<file path="src/rtl/core/sbd_pkg.sv">
package sbd_pkg;

   // Field widths
   localparam int DEPTH_CM_W = 15;
   localparam int HYST_W     = 10;
   localparam int LIMIT_W    = 10;
   localparam int TRIG_W     = 16;
   localparam int VEL_W      = 15;
   localparam int DEPTH_W    = 18;

   // Threshold math: cm * 10 minus hysteresis fits in 21 bits signed
   localparam int THR_W = 21;
   // Velocity compare width: covers +/- the 10-bit limit and 15-bit velocity
   localparam int CMP_VEL_W = 16;

   localparam int COUNT_WIDTH_DEFAULT = 16;

   // APB register map
   localparam int CSR_DATA_W = 32;
   localparam int CSR_ADDR_W = 5;

   typedef enum logic [2:0] {
      REG_SURFACE_DEPTH = 3'd0,
      REG_SURFACE_HYST  = 3'd1,
      REG_STATION_LIMIT = 3'd2,
      REG_SURFACE_TRIG  = 3'd3,
      REG_BOTTOM_TRIG   = 3'd4
   } csr_index_type;

   localparam logic signed [DEPTH_CM_W-1:0] SURFACE_DEPTH_RESET = -15'sd10;
   localparam logic [HYST_W-1:0]            SURFACE_HYST_RESET  = 10'd50;
   localparam logic [LIMIT_W-1:0]           STATION_LIMIT_RESET = 10'd50;
   localparam logic [TRIG_W-1:0]            SURFACE_TRIG_RESET  = 16'd400;
   localparam logic [TRIG_W-1:0]            BOTTOM_TRIG_RESET   = 16'd400;

endpackage

</file>
<file path="src/rtl/core/sbd_if.sv">
interface sbd_req_if;
   import sbd_pkg::*;

   logic                       valid;
   logic                       ready;
   logic                       armed;
   logic                       sensor_present;
   logic signed [VEL_W-1:0]    vertical_velocity_mm_s;
   logic signed [DEPTH_W-1:0]  depth_mm;
   logic                       throttle_at_lower;
   logic                       throttle_at_upper;

   modport source (
      output valid, armed, sensor_present, vertical_velocity_mm_s,
             depth_mm, throttle_at_lower, throttle_at_upper,
      input  ready
   );

   modport sink (
      input  valid, armed, sensor_present, vertical_velocity_mm_s,
             depth_mm, throttle_at_lower, throttle_at_upper,
      output ready
   );
endinterface

interface sbd_rsp_if;
   logic valid;
   logic ready;
   logic surfaced;
   logic bottomed;
   logic surface_changed;
   logic bottom_changed;

   modport source (
      output valid, surfaced, bottomed, surface_changed, bottom_changed,
      input  ready
   );

   modport sink (
      input  valid, surfaced, bottomed, surface_changed, bottom_changed,
      output ready
   );
endinterface

</file>
<file path="src/rtl/core/surface_bottom_detector.sv">
// Surface / bottom detector. Each request beat is one control-loop tick
// (armed, depth sensor present, vertical velocity, depth, throttle limit
// flags); each tick yields exactly one response beat with the surfaced and
// bottomed flags after the tick and a changed bit for each. A beat is
// registered on entry, evaluated combinationally against the flag/counter
// state with compares and counter updates, and lands in the response
// register, so the block sustains one beat per clock while rsp_bus.ready
// stays high; the response register lets a new beat enter while the previous
// result waits for rsp_bus.ready. Thresholds, hysteresis, stationary limit
// and trigger tick counts come from the APB registers (byte address 4*i),
// which should only be written while no beat is in flight.
module surface_bottom_detector #(
   parameter int COUNT_WIDTH = sbd_pkg::COUNT_WIDTH_DEFAULT
) (
   input  logic                              clock,
   input  logic                              reset,
   sbd_req_if.sink                           req_bus,
   sbd_rsp_if.source                         rsp_bus,
   input  logic                              csr_psel,
   input  logic                              csr_penable,
   input  logic                              csr_pwrite,
   input  logic [sbd_pkg::CSR_ADDR_W-1:0]    csr_paddr,
   input  logic [sbd_pkg::CSR_DATA_W-1:0]    csr_pwdata,
   output logic [sbd_pkg::CSR_DATA_W-1:0]    csr_prdata,
   output logic                              csr_pready
);
   import sbd_pkg::*;

   // Counter compare width: wide enough for both counter and trigger
   localparam int CNT_CMP_W = (COUNT_WIDTH > TRIG_W) ? COUNT_WIDTH : TRIG_W;
   localparam logic [COUNT_WIDTH-1:0] COUNT_MAX = '1;

   // ---------------------------------------------------------------
   // Configuration registers
   // ---------------------------------------------------------------
   logic signed [DEPTH_CM_W-1:0] surface_depth_ff;
   logic [HYST_W-1:0]            surface_hyst_ff;
   logic [LIMIT_W-1:0]           station_limit_ff;
   logic [TRIG_W-1:0]            surface_trig_ff;
   logic [TRIG_W-1:0]            bottom_trig_ff;

   logic          csr_write;
   csr_index_type csr_index;

   assign csr_pready = 1'b1;
   assign csr_write  = csr_psel & csr_penable & csr_pwrite;
   assign csr_index  = csr_index_type'(csr_paddr[4:2]);

   always_ff @(posedge clock) begin
      if (reset) begin
         surface_depth_ff <= SURFACE_DEPTH_RESET;
         surface_hyst_ff  <= SURFACE_HYST_RESET;
         station_limit_ff <= STATION_LIMIT_RESET;
         surface_trig_ff  <= SURFACE_TRIG_RESET;
         bottom_trig_ff   <= BOTTOM_TRIG_RESET;
      end else if (csr_write) begin
         case (csr_index)
            REG_SURFACE_DEPTH: surface_depth_ff <= signed'(csr_pwdata[DEPTH_CM_W-1:0]);
            REG_SURFACE_HYST:  surface_hyst_ff  <= csr_pwdata[HYST_W-1:0];
            REG_STATION_LIMIT: station_limit_ff <= csr_pwdata[LIMIT_W-1:0];
            REG_SURFACE_TRIG:  surface_trig_ff  <= csr_pwdata[TRIG_W-1:0];
            REG_BOTTOM_TRIG:   bottom_trig_ff   <= csr_pwdata[TRIG_W-1:0];
            default: ;  // unmapped, write dropped
         endcase
      end
   end

   always_comb begin
      case (csr_index)
         REG_SURFACE_DEPTH: csr_prdata = CSR_DATA_W'(unsigned'(surface_depth_ff));
         REG_SURFACE_HYST:  csr_prdata = CSR_DATA_W'(surface_hyst_ff);
         REG_STATION_LIMIT: csr_prdata = CSR_DATA_W'(station_limit_ff);
         REG_SURFACE_TRIG:  csr_prdata = CSR_DATA_W'(surface_trig_ff);
         REG_BOTTOM_TRIG:   csr_prdata = CSR_DATA_W'(bottom_trig_ff);
         default:           csr_prdata = '0;
      endcase
   end

   // ---------------------------------------------------------------
   // Input register
   // ---------------------------------------------------------------
   logic                      in_valid_ff;
   logic                      armed_ff;
   logic                      sensor_ff;
   logic signed [VEL_W-1:0]   vel_ff;
   logic signed [DEPTH_W-1:0] depth_ff;
   logic                      lower_ff;
   logic                      upper_ff;

   logic rsp_valid_ff;
   logic advance;   // beat moves from input reg to response reg
   logic req_fire;

   assign advance       = in_valid_ff & (~rsp_valid_ff | rsp_bus.ready);
   assign req_bus.ready = ~in_valid_ff | advance;
   assign req_fire      = req_bus.valid & req_bus.ready;

   always_ff @(posedge clock) begin
      if (reset) begin
         in_valid_ff <= 1'b0;
      end else if (req_fire) begin
         in_valid_ff <= 1'b1;
      end else if (advance) begin
         in_valid_ff <= 1'b0;
      end
   end

   always_ff @(posedge clock) begin
      if (req_fire) begin
         armed_ff  <= req_bus.armed;
         sensor_ff <= req_bus.sensor_present;
         vel_ff    <= req_bus.vertical_velocity_mm_s;
         depth_ff  <= req_bus.depth_mm;
         lower_ff  <= req_bus.throttle_at_lower;
         upper_ff  <= req_bus.throttle_at_upper;
      end
   end

   // ---------------------------------------------------------------
   // Tick evaluation
   // ---------------------------------------------------------------
   logic                   surface_flag_ff, surface_flag_in;
   logic                   bottom_flag_ff,  bottom_flag_in;
   logic [COUNT_WIDTH-1:0] surface_count_ff, surface_count_in;
   logic [COUNT_WIDTH-1:0] bottom_count_ff,  bottom_count_in;

   logic signed [THR_W-1:0]     depth_cm_ext;
   logic signed [THR_W-1:0]     thr;        // threshold in mm
   logic signed [THR_W-1:0]     thr_hyst;   // threshold minus hysteresis
   logic signed [THR_W-1:0]     depth_ext;
   logic signed [CMP_VEL_W-1:0] lim;
   logic signed [CMP_VEL_W-1:0] vel_ext;
   logic                        still;
   logic                        above_thr;
   logic                        above_hyst;
   logic                        surface_due;   // counter reached trigger
   logic                        bottom_due;
   logic [COUNT_WIDTH-1:0]      surface_count_inc;
   logic [COUNT_WIDTH-1:0]      bottom_count_inc;

   always_comb begin
      depth_cm_ext = THR_W'(surface_depth_ff);
      thr          = (depth_cm_ext <<< 3) + (depth_cm_ext <<< 1);
      thr_hyst     = thr - signed'(THR_W'(surface_hyst_ff));
      depth_ext    = THR_W'(depth_ff);
      above_thr    = depth_ext > thr;
      above_hyst   = depth_ext > thr_hyst;

      lim     = signed'(CMP_VEL_W'(station_limit_ff));
      vel_ext = CMP_VEL_W'(vel_ff);
      still   = (vel_ext > -lim) && (vel_ext < lim);

      surface_due = CNT_CMP_W'(surface_count_ff) >= CNT_CMP_W'(surface_trig_ff);
      bottom_due  = CNT_CMP_W'(bottom_count_ff)  >= CNT_CMP_W'(bottom_trig_ff);
      // saturate at the top of the counter
      surface_count_inc = (surface_count_ff == COUNT_MAX) ? surface_count_ff
                                                          : surface_count_ff + 1'b1;
      bottom_count_inc  = (bottom_count_ff == COUNT_MAX) ? bottom_count_ff
                                                         : bottom_count_ff + 1'b1;
   end

   always_comb begin
      surface_flag_in  = surface_flag_ff;
      bottom_flag_in   = bottom_flag_ff;
      surface_count_in = surface_count_ff;
      bottom_count_in  = bottom_count_ff;

      if (!armed_ff) begin
         // disarmed: flags drop, counters hold
         surface_flag_in = 1'b0;
         bottom_flag_in  = 1'b0;
      end else if (sensor_ff) begin
         // depth-based surfacing
         if (surface_flag_ff) begin
            surface_flag_in = above_hyst;
         end else if (above_thr) begin
            if (surface_due) begin
               surface_flag_in  = 1'b1;
               surface_count_in = '0;
            end else begin
               surface_count_in = surface_count_inc;
            end
         end else begin
            surface_count_in = '0;
            surface_flag_in  = 1'b0;
         end
         // bottoming: lower limit while stationary
         if (lower_ff && still) begin
            if (bottom_due) begin
               if (!bottom_flag_ff) begin
                  bottom_count_in = '0;
               end
               bottom_flag_in = 1'b1;
            end else begin
               bottom_count_in = bottom_count_inc;
            end
         end else begin
            bottom_count_in = '0;
            bottom_flag_in  = 1'b0;
         end
      end else if (still) begin
         // no sensor: upper limit wins over lower
         if (upper_ff) begin
            if (surface_due) begin
               if (!surface_flag_ff) begin
                  surface_count_in = '0;
               end
               surface_flag_in = 1'b1;
            end else begin
               surface_count_in = surface_count_inc;
            end
         end else if (lower_ff) begin
            if (bottom_due) begin
               if (!bottom_flag_ff) begin
                  bottom_count_in = '0;
               end
               bottom_flag_in = 1'b1;
            end else begin
               bottom_count_in = bottom_count_inc;
            end
         end else begin
            surface_flag_in = 1'b0;
            bottom_flag_in  = 1'b0;
         end
      end else begin
         surface_flag_in = 1'b0;
         bottom_flag_in  = 1'b0;
      end
   end

   always_ff @(posedge clock) begin
      if (reset) begin
         surface_flag_ff  <= 1'b0;
         bottom_flag_ff   <= 1'b0;
         surface_count_ff <= '0;
         bottom_count_ff  <= '0;
      end else if (advance) begin
         surface_flag_ff  <= surface_flag_in;
         bottom_flag_ff   <= bottom_flag_in;
         surface_count_ff <= surface_count_in;
         bottom_count_ff  <= bottom_count_in;
      end
   end

   // ---------------------------------------------------------------
   // Response register
   // ---------------------------------------------------------------
   logic surfaced_ff;
   logic bottomed_ff;
   logic surface_changed_ff;
   logic bottom_changed_ff;

   always_ff @(posedge clock) begin
      if (reset) begin
         rsp_valid_ff <= 1'b0;
      end else if (advance) begin
         rsp_valid_ff <= 1'b1;
      end else if (rsp_bus.ready) begin
         rsp_valid_ff <= 1'b0;
      end
   end

   always_ff @(posedge clock) begin
      if (advance) begin
         surfaced_ff        <= surface_flag_in;
         bottomed_ff        <= bottom_flag_in;
         surface_changed_ff <= surface_flag_in ^ surface_flag_ff;
         bottom_changed_ff  <= bottom_flag_in ^ bottom_flag_ff;
      end
   end

   assign rsp_bus.valid           = rsp_valid_ff;
   assign rsp_bus.surfaced        = surfaced_ff;
   assign rsp_bus.bottomed        = bottomed_ff;
   assign rsp_bus.surface_changed = surface_changed_ff;
   assign rsp_bus.bottom_changed  = bottom_changed_ff;

endmodule

</file>
<file path="src/flat_wrapper.sv">
// flat-port wrapper written by rule: the top's interface ports become plain ports
module surface_bottom_detector_flat import sbd_pkg::*;
#(
   parameter int COUNT_WIDTH = sbd_pkg::COUNT_WIDTH_DEFAULT
)
  (clock, reset, csr_psel, csr_penable, csr_pwrite, csr_paddr, csr_pwdata, csr_prdata, csr_pready, req_bus_valid, req_bus_armed, req_bus_sensor_present, req_bus_vertical_velocity_mm_s, req_bus_depth_mm, req_bus_throttle_at_lower, req_bus_throttle_at_upper, req_bus_ready, rsp_bus_valid, rsp_bus_surfaced, rsp_bus_bottomed, rsp_bus_surface_changed, rsp_bus_bottom_changed, rsp_bus_ready);
  sbd_req_if req_bus_i ();
  sbd_rsp_if rsp_bus_i ();
  input  logic clock;
  input  logic reset;
  input  logic csr_psel;
  input  logic csr_penable;
  input  logic csr_pwrite;
  input  logic [sbd_pkg::CSR_ADDR_W-1:0] csr_paddr;
  input  logic [sbd_pkg::CSR_DATA_W-1:0] csr_pwdata;
  output logic [sbd_pkg::CSR_DATA_W-1:0] csr_prdata;
  output logic csr_pready;
  input wire logic [$bits(req_bus_i.valid)-1:0] req_bus_valid;
  input wire logic [$bits(req_bus_i.armed)-1:0] req_bus_armed;
  input wire logic [$bits(req_bus_i.sensor_present)-1:0] req_bus_sensor_present;
  input wire logic [$bits(req_bus_i.vertical_velocity_mm_s)-1:0] req_bus_vertical_velocity_mm_s;
  input wire logic [$bits(req_bus_i.depth_mm)-1:0] req_bus_depth_mm;
  input wire logic [$bits(req_bus_i.throttle_at_lower)-1:0] req_bus_throttle_at_lower;
  input wire logic [$bits(req_bus_i.throttle_at_upper)-1:0] req_bus_throttle_at_upper;
  output wire logic [$bits(req_bus_i.ready)-1:0] req_bus_ready;
  output wire logic [$bits(rsp_bus_i.valid)-1:0] rsp_bus_valid;
  output wire logic [$bits(rsp_bus_i.surfaced)-1:0] rsp_bus_surfaced;
  output wire logic [$bits(rsp_bus_i.bottomed)-1:0] rsp_bus_bottomed;
  output wire logic [$bits(rsp_bus_i.surface_changed)-1:0] rsp_bus_surface_changed;
  output wire logic [$bits(rsp_bus_i.bottom_changed)-1:0] rsp_bus_bottom_changed;
  input wire logic [$bits(rsp_bus_i.ready)-1:0] rsp_bus_ready;
  assign req_bus_i.valid = req_bus_valid;
  assign req_bus_i.armed = req_bus_armed;
  assign req_bus_i.sensor_present = req_bus_sensor_present;
  assign req_bus_i.vertical_velocity_mm_s = req_bus_vertical_velocity_mm_s;
  assign req_bus_i.depth_mm = req_bus_depth_mm;
  assign req_bus_i.throttle_at_lower = req_bus_throttle_at_lower;
  assign req_bus_i.throttle_at_upper = req_bus_throttle_at_upper;
  assign req_bus_ready = req_bus_i.ready;
  assign rsp_bus_valid = rsp_bus_i.valid;
  assign rsp_bus_surfaced = rsp_bus_i.surfaced;
  assign rsp_bus_bottomed = rsp_bus_i.bottomed;
  assign rsp_bus_surface_changed = rsp_bus_i.surface_changed;
  assign rsp_bus_bottom_changed = rsp_bus_i.bottom_changed;
  assign rsp_bus_i.ready = rsp_bus_ready;
  surface_bottom_detector #(.COUNT_WIDTH(COUNT_WIDTH)) u_core (.clock(clock), .reset(reset), .req_bus(req_bus_i), .rsp_bus(rsp_bus_i), .csr_psel(csr_psel), .csr_penable(csr_penable), .csr_pwrite(csr_pwrite), .csr_paddr(csr_paddr), .csr_pwdata(csr_pwdata), .csr_prdata(csr_prdata), .csr_pready(csr_pready));
endmodule
</file>
<file path="config.mk">
export PLATFORM = sky130hd
export DESIGN_NAME = surface_bottom_detector_flat
export DESIGN_NICKNAME = d
export VERILOG_FILES = /design/src/rtl/core/sbd_pkg.sv /design/src/rtl/core/sbd_if.sv /design/src/rtl/core/surface_bottom_detector.sv /design/src/flat_wrapper.sv
export SDC_FILE = /design/constraint.sdc
export NUM_CORES = 1
export LEC_CHECK = 0
export BUFFER_PORTS_ARGS = -buffer_cell sky130_fd_sc_hd__buf_2
export CAP_MARGIN = 10
export CORE_AREA = 4 4 142 144
export DETAILED_ROUTE_END_ITERATION = 10
export DIE_AREA = 0 0 146 148
export PLACE_DENSITY = 0.74
export SLEW_MARGIN = 30
export SYNTH_ARGS = -nofsm -noshare
export SYNTH_HDL_FRONTEND = slang
export SYNTH_SLANG_ARGS = --single-unit
</file>
<file path="constraint.sdc">
create_clock -name clock -period 5.2 [get_ports clock]
set_input_delay 0.52 -clock clock [delete_from_list [all_inputs] [get_ports clock]]
set_output_delay 0.52 -clock clock [all_outputs]
set_load 0.02 [all_outputs]
</file>
==> run summary, run 1 <==
TIMING
--------------------------------------------------------------------------------
Final-layout worst hold slack .....................................     0.256 ns
Max-Slew Margin vs Limit ..........................................        41.5%
Final setup violation count .......................................            0
Max Clk Rate ......................................................      209 MHz
Post-route fraction of the period consumed by the critical path ...        91.9%
Tmin final ........................................................      4.78 ns
Final Skew ........................................................    0.0119 ns
Transition time at the pin with the least slew margin .............     0.876 ns
Fin. Hold Viols ...................................................            0
Final Max Slew Viols ..............................................            0
Final setup TNS ...................................................         0 ns
Unrepaired setup endpoints after global routing ...................        false
Final critical-path setup slack ...................................     0.421 ns

POWER
--------------------------------------------------------------------------------
Power per unit of standard cell area ..............................  236 nW/um^2
Psw ...............................................................       707 uW
VDD IR-drop max ...................................................   0.000221 V
Leakage power .....................................................   0.00478 uW
Internal ..........................................................      1980 uW
Combinational Power Share .........................................        10.2%
Sw Share ..........................................................        26.4%
Fraction of power consumed by the clock network ...................        45.0%
Proportion of power drawn by flip-flops and latches ...............        44.8%

LAYOUT
--------------------------------------------------------------------------------
Core occupancy in the finished layout .............................        60.8%
Final cell count without fillers ..................................         1524
Area Overhead vs Synth ............................................        11.3%
Diode count .......................................................            0
Layout cells sized above 1 ........................................        12.3%
Nets ..............................................................         1475

SETUP PATH
--------------------------------------------------------------------------------
Startpoint of the worst register-to-register path ................. u_core.surface_depth_ff[2]$_SDFFE_PP1P_
Required @ worst endpoint .........................................      5.38 ns
Worst path most repeated cell ..................................... sky130_fd_sc_hd__a21oi_1
Worst path slowest cell ........................................... sky130_fd_sc_hd__fa_1
Cells along the critical path ..................................... ha_2 > fa_1 > a211oi_2 > o21ai_0 > xor2_1 > ha_1 > or3_1 > nor3_1 > buf_4 > nand2b_1 > xnor2_1 > ha_1 > a21o_1 > a21o_1 > a21oi_1 > nor2b_1 > o21ai_0 > o2111ai_1 > a21oi_1 > o21ai_1 > o21ai_1 > a21oi_1
Top Family by Delay on Critical Path .............................. compound AO/OA/AOI/OAI gates
Worst Reg-to-Reg Cells ............................................           22
Worst Path Arrival ................................................      4.96 ns
Startpoint Class ..................................................    flip-flop
Worst Path Class, Setup ........................................... flip-flop to flip-flop
Max Fanout on Critical Path .......................................            4
Worst Setup End Kind ..............................................    flip-flop
Crit path buffers/inverters .......................................            1
Flop-to-flop setup slack ..........................................      0.42 ns
Maximum cell stage delay along the critical path ..................      0.44 ns
FF-to-FF End ...................................................... u_core.rsp_bus.surfaced$_DFFE_PP_

HOLD PATH
--------------------------------------------------------------------------------
Worst hold stages .................................................            1
Worst min-delay path endpoint ..................................... u_core.armed_ff$_DFFE_PP_
Hold WC Path Type ................................................. input port to flip-flop
Startpoint of the lowest-slack hold path .......................... req_bus_armed

ROUTE
--------------------------------------------------------------------------------
Top metal layer carrying routed signals ...........................         met4
Met1 layer wirelength in the final routing ........................     11300 um
DRC errors left ...................................................            0
Met2 WL post-DR ...................................................     12200 um
Antenna violation net count after detailed routing ................            0
Wire length per cell ..............................................      16.8 um
DRC violation total after the first TritonRoute iteration .........          617
Total number of vias ..............................................         8950
First-pass DRT Iterations .........................................            5
Post-detailed-routing wire length .................................     25600 um
Post-detailed-route via-to-cell ratio .............................         5.87
Met3 Wirelength ...................................................      1250 um

FLOORPLAN
--------------------------------------------------------------------------------
Number of rows in the core area ...................................           50
Die Wd ............................................................       146 um
Initial core utilization ..........................................        54.6%
Core area .........................................................  18700 sq um
Die span in y .....................................................       148 um
Die area ..........................................................  21600 sq um
Total I/O pin count ...............................................          120

JOB
--------------------------------------------------------------------------------
Total of max-cap violations .......................................            0

CLOCK TREE
--------------------------------------------------------------------------------
TritonCTS buffer count ............................................           17
# H-tree levels ...................................................            4
CTS clk-pin slew, worst paths .....................................      0.07 ns
Count of instances resized after the clock tree is built ..........            0
Library cell used as clock root buffer ............................ sky130_fd_sc_hd__clkbuf_16
TritonCTS clock tree ..............................................         done
Sinks on Clock Net ................................................          144
Count of buffers added by post-CTS timing repair for setup ........            0
Hold buffer count at cts ..........................................            0
Clock Latency Late Sink ...........................................      0.43 ns
CTS max path bufs .................................................            2

LOGIC SYNTHESIS
--------------------------------------------------------------------------------
Average cell area after synthesis .................................   8.47 sq um
Most used flip-flop cell after synthesis .......................... sky130_fd_sc_hd__dfxtp_1
Register bit count reported by yosys ..............................          144
Yosys top cell by area ............................................ sky130_fd_sc_hd__dfxtp_1
Synth cell types ..................................................           73
Synth Instances ...................................................         1207
Total standard cell area after synthesis ..........................  10200 sq um
Yosys warns .......................................................            0
Fraction of synthesized cell area taken by the top area cell type .        20.2%
Share of async-settable or async-resettable flops after synthesis .           0%
Part of the Yosys area used for sequential elements ...............        32.2%
Top post-synthesis cells by area .................................. sky130_fd_sc_hd__dfxtp_1 20%, sky130_fd_sc_hd__ha_1 14%, sky130_fd_sc_hd__edfxtp_1 12%
Count of flip-flops with a built-in enable after synthesis ........           41

GLOBAL ROUTING
--------------------------------------------------------------------------------
All-Layer GR Usage ................................................        23.8%
Remaining Overflow, GRT ...........................................            0
Number of antenna violations at the first check in global routing .            0
First-pass GRT wire length ........................................     41800 um
Largest net degree at the start of global routing .................           64
Number of global-route vias before repair .........................         8516

PLACEMENT
--------------------------------------------------------------------------------
Sum of net half-perimeters after detailed placement ...............     19600 um
Worst setup slack after placement .................................    0.0796 ns
Number of buffer cells added on primary ports .....................           84
Placed cell count .................................................         1492
GP Congestion .....................................................        0.914

OUTCOME
--------------------------------------------------------------------------------
Run status ........................................................    completed

==> kinds of logic (layout without fill, tap and decap cells) <==
group / count (synthesis) / after routing / synth area share, %
compound gates: 285 / 285 / 18.2
xor+xnor: 39 / 39 / 3.62
fa+ha+maj: 117 / 117 / 14.5
buf+inv: 150 / 218 / 6.29
flops: 144 / 144 / 32.2
mux: 54 / 54 / 5.29
other cells: 2 / 17 / 0.0735
simple gates: 416 / 416 / 19.8
==> area by class of cell <==
cell class / instances / area, sq um
inverter: 91 / 342
fill: 1653 / 7340
timing repair buffer: 95 / 503
sequential: 144 / 3290
multi-input combinational: 928 / 6360
tap: 234 / 293
clock buffer: 19 / 453
clock inverter: 13 / 126
==> synth_stat cells (all sizes together) (4+ instances only) <==
library cell / number
a211oi: 8
a21o: 27
a21oi: 95
a221oi: 4
a22o: 4
a311oi: 4
a31oi: 8
a41oi: 4
and2: 11
and3: 10
and4: 6
buf: 26
clkbuf: 33
dfxtp: 103
edfxtp: 41
ha: 115
inv: 91
mux2i: 54
nand2: 135
nand2b: 20
nand3: 40
nand4: 23
nor2: 91
nor2b: 19
nor3: 27
nor3b: 4
nor4: 6
o211ai: 25
o21a: 11
o21ai: 54
o21bai: 4
o22ai: 12
o31ai: 7
or2: 5
or3: 9
xnor2: 23
xor2: 15
==> flip-flops by register name (all words and copies together) (netlist names), 10 cells and up <==
register,cells
u_core.vel_ff,15
u_core.surface_count_ff,16
u_core.bottom_count_ff,16
u_core.station_limit_ff,10
u_core.surface_hyst_ff,10
u_core.surface_trig_ff,16
u_core.surface_depth_ff,15
u_core.depth_ff,18
u_core.bottom_trig_ff,16
==> layer usage <==
layer | vias up | GRT usage, %
met5 | - | 0
met4 | 0 | 9.55
met3 | 67 | 4.29
met2 | 248 | 39.9
met1 | 4194 | 30.5
li1 | 4441 | -
==> power groups by stage <==
stage	registers (uW)	logic, uW	clock network, uW
6_report	1200	275	1210
5_1_grt	1200	305	1280
4_1_cts	1200	274	1230
3_5_place_dp	1220	273	0
3_3_place_gp	1220	267	0
2_1_floorplan	1220	193	0
==> cell usage in the layout (no fill, tap or decap), types with 9 or more instances in the layout <==
cell / n
sky130_fd_sc_hd__nand2_1: 135
sky130_fd_sc_hd__ha_1: 114
sky130_fd_sc_hd__dfxtp_1: 103
sky130_fd_sc_hd__a21oi_1: 95
sky130_fd_sc_hd__inv_1: 90
sky130_fd_sc_hd__nor2_1: 90
sky130_fd_sc_hd__buf_2: 84
sky130_fd_sc_hd__mux2i_1: 54
sky130_fd_sc_hd__edfxtp_1: 41
sky130_fd_sc_hd__nand3_1: 39
sky130_fd_sc_hd__o21ai_0: 37
sky130_fd_sc_hd__a21o_1: 27
sky130_fd_sc_hd__o211ai_1: 25
sky130_fd_sc_hd__nor3_1: 24
sky130_fd_sc_hd__nand4_1: 23
sky130_fd_sc_hd__xnor2_1: 22
sky130_fd_sc_hd__nand2b_1: 20
sky130_fd_sc_hd__nor2b_1: 19
sky130_fd_sc_hd__conb_1: 17
sky130_fd_sc_hd__clkbuf_16: 17
sky130_fd_sc_hd__o21ai_1: 15
sky130_fd_sc_hd__xor2_1: 14
sky130_fd_sc_hd__o21a_1: 11
sky130_fd_sc_hd__o22ai_1: 11
sky130_fd_sc_hd__buf_4: 11
sky130_fd_sc_hd__and2_1: 10
sky130_fd_sc_hd__and3_1: 10
sky130_fd_sc_hd__or3_1: 9
==> worst register-to-register path, cell delays in order (launching register included) <==
cell and delay [ns]:
sky130_fd_sc_hd__dfxtp_1 0.35, sky130_fd_sc_hd__ha_2 0.21, sky130_fd_sc_hd__fa_1 0.44, sky130_fd_sc_hd__a211oi_2 0.27, sky130_fd_sc_hd__o21ai_0 0.14, sky130_fd_sc_hd__xor2_1 0.18, sky130_fd_sc_hd__ha_1 0.23, sky130_fd_sc_hd__or3_1 0.41
sky130_fd_sc_hd__nor3_1 0.18, sky130_fd_sc_hd__buf_4 0.15, sky130_fd_sc_hd__nand2b_1 0.07, sky130_fd_sc_hd__xnor2_1 0.13, sky130_fd_sc_hd__ha_1 0.30, sky130_fd_sc_hd__a21o_1 0.19, sky130_fd_sc_hd__a21o_1 0.16, sky130_fd_sc_hd__a21oi_1 0.13
sky130_fd_sc_hd__nor2b_1 0.05, sky130_fd_sc_hd__o21ai_0 0.16, sky130_fd_sc_hd__o2111ai_1 0.14, sky130_fd_sc_hd__a21oi_1 0.16, sky130_fd_sc_hd__o21ai_1 0.19, sky130_fd_sc_hd__o21ai_1 0.24, sky130_fd_sc_hd__a21oi_1 0.06
==> through the flow <==
| stage | cell area, sq um | power [uW] |
|---|---|---|
| 3_5_place_dp | 10800 | 1500 |
| 5_1_grt | 11400 | 2790 |
| 4_1_cts | 11400 | 2700 |
| 6_report | 11400 | 2680 |
| 2_1_floorplan | 10300 | 1410 |
| 3_3_place_gp | 10800 | 1490 |
==> worst max path at each step <==
stage	start	to	slack, ns	depth (start not counted)
6_report	u_core.surface_depth_ff[2]$_SDFFE_PP1P_	u_core.rsp_bus.surfaced$_DFFE_PP_	0.42	22
3_5_place_dp	u_core.surface_depth_ff[2]$_SDFFE_PP1P_	u_core.rsp_bus.surfaced$_DFFE_PP_	0.08	25
4_1_cts	u_core.surface_depth_ff[2]$_SDFFE_PP1P_	u_core.rsp_bus.surfaced$_DFFE_PP_	0.06	25
2_1_floorplan	u_core.surface_depth_ff[0]$_SDFFE_PP0P_	u_core.rsp_bus.surfaced$_DFFE_PP_	0.72	24
3_3_place_gp	u_core.surface_depth_ff[2]$_SDFFE_PP1P_	u_core.rsp_bus.surfaced$_DFFE_PP_	0.23	25
5_1_grt	u_core.surface_depth_ff[2]$_SDFFE_PP1P_	u_core.rsp_bus.surfaced$_DFFE_PP_	0.02	25
No activity file was read; power rests on OpenSTA's default activity.
==> inputs of run 2 (changes only) <==
Settings changed: CAP_MARGIN 10 to 20, CTS_BUF_LIST from default to sky130_fd_sc_hd__clkbuf_8, CTS_CLUSTER_SIZE from default to 25.
==> run summary, run 2 (same netlist as run 1, synthesis figures left out) <==
SETUP PATH
--------------------------------------------------------------------------------
Max Fanout on Critical Path .......................................            4   unchanged
Worst Reg-to-Reg Cells ............................................           22   unchanged
FF-to-FF End ...................................................... u_core.rsp_bus.surfaced$_DFFE_PP_
Required @ worst endpoint .........................................      5.41 ns   +0.03 ns
Critical path launch point ........................................ u_core.surface_depth_ff[2]$_SDFFE_PP1P_
Worst setup path endpoint ......................................... u_core.rsp_bus.surfaced$_DFFE_PP_
Startpoint Class ..................................................    flip-flop
Worst Path Arrival ................................................      5.00 ns   +0.04 ns
Flop-to-flop setup slack ..........................................      0.41 ns   about the same
Startpoint of the worst register-to-register path ................. u_core.surface_depth_ff[2]$_SDFFE_PP1P_
Worst Setup End Kind ..............................................    flip-flop
Worst Path Class, Setup ........................................... flip-flop to flip-flop

TIMING
--------------------------------------------------------------------------------
Final Max Slew Viols ..............................................            0   unchanged
Final Skew ........................................................    0.0135 ns   +0.00159 ns
Final setup violation count .......................................            0   unchanged
Final setup TNS ...................................................         0 ns   unchanged
Unrepaired setup endpoints after global routing ...................        false
Max-Slew Margin vs Limit ..........................................        41.1%   -0.39 points
Tmin final ........................................................      4.79 ns   +0.0134 ns
Fin. Hold Viols ...................................................            0   unchanged
Transition time at the pin with the least slew margin .............     0.882 ns   +0.00576 ns
Post-route fraction of the period consumed by the critical path ...        92.2%   +0.26 points
Max Clk Rate ......................................................      209 MHz   -0.28%

CLOCK TREE
--------------------------------------------------------------------------------
TritonCTS buffer count ............................................           17   unchanged
# H-tree levels ...................................................            4   unchanged
Count of buffers added by post-CTS timing repair for setup ........            0   unchanged
TritonCTS clock tree ..............................................         done
CTS max path bufs .................................................            2   unchanged
CTS clk-pin slew, worst paths .....................................      0.09 ns   +0.02 ns
Clock Latency Late Sink ...........................................      0.46 ns   +0.03 ns
Library cell used as clock root buffer ............................ sky130_fd_sc_hd__clkbuf_8
Sinks on Clock Net ................................................          144   unchanged

POWER
--------------------------------------------------------------------------------
Leakage power .....................................................   0.00469 uW   -1.8%
Power per unit of standard cell area ..............................  211 nW/um^2   -10%
VDD IR-drop max ...................................................   0.000167 V   -24%

PLACEMENT
--------------------------------------------------------------------------------
Sum of net half-perimeters after detailed placement ...............     19600 um   unchanged
Number of buffer cells added on primary ports .....................           84   unchanged
Cell area reported after detailed placement .......................  10800 sq um   unchanged
GP Congestion .....................................................        0.914   unchanged

FLOORPLAN
--------------------------------------------------------------------------------
Die Wd ............................................................       146 um   unchanged
Die span in y .....................................................       148 um   unchanged
Die area ..........................................................  21600 sq um   unchanged
Core area .........................................................  18700 sq um   unchanged
Total I/O pin count ...............................................          120   unchanged
Initial core utilization ..........................................        54.6%   unchanged
Number of rows in the core area ...................................           50   unchanged

LAYOUT
--------------------------------------------------------------------------------
Nets ..............................................................         1475   unchanged
Number of flip-flops under the largest register name ..............           18   unchanged
Most common cell after layout, fill and taps aside ................ sky130_fd_sc_hd__nand2_1
FF/Latch Area .....................................................   3290 sq um   unchanged
Top library cells by usage in the layout, fill and taps aside ..... 135 x sky130_fd_sc_hd__nand2_1, 114 x sky130_fd_sc_hd__ha_1, 103 x sky130_fd_sc_hd__dfxtp_1
Layout cells sized above 1 ........................................        12.3%   unchanged
Layout Cell Area excl Fill ........................................  11200 sq um   -1.7%
Area Overhead vs Synth ............................................        9.40%
Most flops, register .............................................. u_core.depth_ff
Fillcell total ....................................................         1686   +2.0%
Combined area of the multi-input logic cells ......................   6360 sq um   unchanged
Diode count .......................................................            0   unchanged

HOLD PATH
--------------------------------------------------------------------------------
Hold WC Path Type ................................................. input port to flip-flop

ROUTE
--------------------------------------------------------------------------------
First-pass DRT Iterations .........................................            5   unchanged
Post-detailed-routing wire length .................................     25400 um   -1.0%
Post-detailed-route via-to-cell ratio .............................         5.81   -1.0%
DRC errors left ...................................................            0   unchanged
Total number of vias ..............................................         8858   -1.0%
Met3 Wirelength ...................................................      1110 um   -12%
Met2 WL post-DR ...................................................     12100 um   -1.2%
Met1 layer wirelength in the final routing ........................     11300 um   +0.15%
Antenna violation net count after detailed routing ................            0   unchanged
Top metal layer carrying routed signals ...........................         met4
DRC violation total after the first TritonRoute iteration .........          601   -2.6%
Wire length per cell ..............................................      16.6 um   -1.0%

JOB
--------------------------------------------------------------------------------
Total of max-cap violations .......................................            0   unchanged

GLOBAL ROUTING
--------------------------------------------------------------------------------
Number of antenna violations at the first check in global routing .            0   unchanged
Largest net degree at the start of global routing .................           64   unchanged
Number of global-route vias before repair .........................         8440   -0.89%
First-pass GRT wire length ........................................     41400 um   -1.1%
All-Layer GR Usage ................................................        23.4%   -0.36 points
Remaining Overflow, GRT ...........................................            0   unchanged

OUTCOME
--------------------------------------------------------------------------------
Run status ........................................................    completed

==> run 2: cell count changes in the layout (fill, tap and decap cells not counted) <==
cell,change
sky130_fd_sc_hd__clkbuf_16,-17
sky130_fd_sc_hd__clkbuf_8,+17
==> run 2: cell type report <==
cell class	instances	share of cell area (%)
clock buffers	19	2.34
clock inverters	13	1.13
inverters	91	3.06
multi-input cells	928	56.9
flip-flops and latches	144	29.5
well taps	234	2.62
repair buffers	95	4.50
==> run 2: per-layer routing <==
metal / GRT usage (%) / up-vias
li1: - / 4440
met1: 30.4 / 4133
met2: 39.1 / 223
met3: 3.56 / 62
met4: 10.0 / 0
met5: 0 / -
==> run 2: where the power goes <==
part | internal (uW) | total [uW] | switching (uW)
logic | 103 | 275 | 172
registers | 1180 | 1200 | 20.4
clock network | 412 | 889 | 476
total | 1690 | 2360 | 668
==> run 2: critical path: stages, from the launching register on <==
cell	delay, ns
sky130_fd_sc_hd__dfxtp_1	0.36
sky130_fd_sc_hd__ha_2	0.21
sky130_fd_sc_hd__fa_1	0.44
sky130_fd_sc_hd__a211oi_2	0.27
sky130_fd_sc_hd__o21ai_0	0.14
sky130_fd_sc_hd__xor2_1	0.18
sky130_fd_sc_hd__ha_1	0.23
sky130_fd_sc_hd__or3_1	0.41
sky130_fd_sc_hd__nor3_1	0.18
sky130_fd_sc_hd__buf_4	0.15
sky130_fd_sc_hd__nand2b_1	0.06
sky130_fd_sc_hd__xnor2_1	0.13
sky130_fd_sc_hd__ha_1	0.30
sky130_fd_sc_hd__a21o_1	0.18
sky130_fd_sc_hd__a21o_1	0.16
sky130_fd_sc_hd__a21oi_1	0.13
sky130_fd_sc_hd__nor2b_1	0.05
sky130_fd_sc_hd__o21ai_0	0.16
sky130_fd_sc_hd__o2111ai_1	0.14
sky130_fd_sc_hd__a21oi_1	0.16
sky130_fd_sc_hd__o21ai_1	0.20
sky130_fd_sc_hd__o21ai_1	0.24
sky130_fd_sc_hd__a21oi_1	0.06
==> run 2: how the worst min path moves through the flow <==
stage	from	end	slack, ns	depth (start not counted)
2_1_floorplan	u_core.surface_trig_ff[15]$_SDFFE_PP0P_	u_core.surface_trig_ff[15]$_SDFFE_PP0P_	0.45	2
3_3_place_gp	u_core.bottom_trig_ff[14]$_SDFFE_PP0P_	u_core.bottom_trig_ff[14]$_SDFFE_PP0P_	0.46	2
3_5_place_dp	u_core.bottom_trig_ff[11]$_SDFFE_PP0P_	u_core.bottom_trig_ff[11]$_SDFFE_PP0P_	0.46	2
4_1_cts	req_bus_depth_mm[1]	u_core.depth_ff[1]$_DFFE_PP_	0.20	1
5_1_grt	req_bus_vertical_velocity_mm_s[2]	u_core.vel_ff[2]$_DFFE_PP_	0.19	1
6_report	req_bus_vertical_velocity_mm_s[2]	u_core.vel_ff[2]$_DFFE_PP_	0.22	1
==> run 2: through the flow <==
stage | power [uW] | util (%) | setup WS (ns) | hold WS [ns] | cells
final | 2360 | 59.8 | 0.407 | 0.224 | 1524
after global routing | 2460 | 59.8 | 0.0151 | 0.191 | 1524
after CTS | 2380 | 59.7 | 0.0630 | 0.203 | 1524
after detailed placement | 1500 | 57.6 | 0.0796 | 0.464 | 1492
after global placement | 1490 | 57.6 | 0.226 | 0.458 | 1492
after floorplan | 1410 | - | 0.722 | 0.449 | 1222
==> run 2: repair_timing <==
item / in CTS / in global routing
resized for setup: 0 / 6
hold buffers: 0 / 0
endpoints found under the hold margin: 0 / 0
setup endpoints to repair: 0 / 3
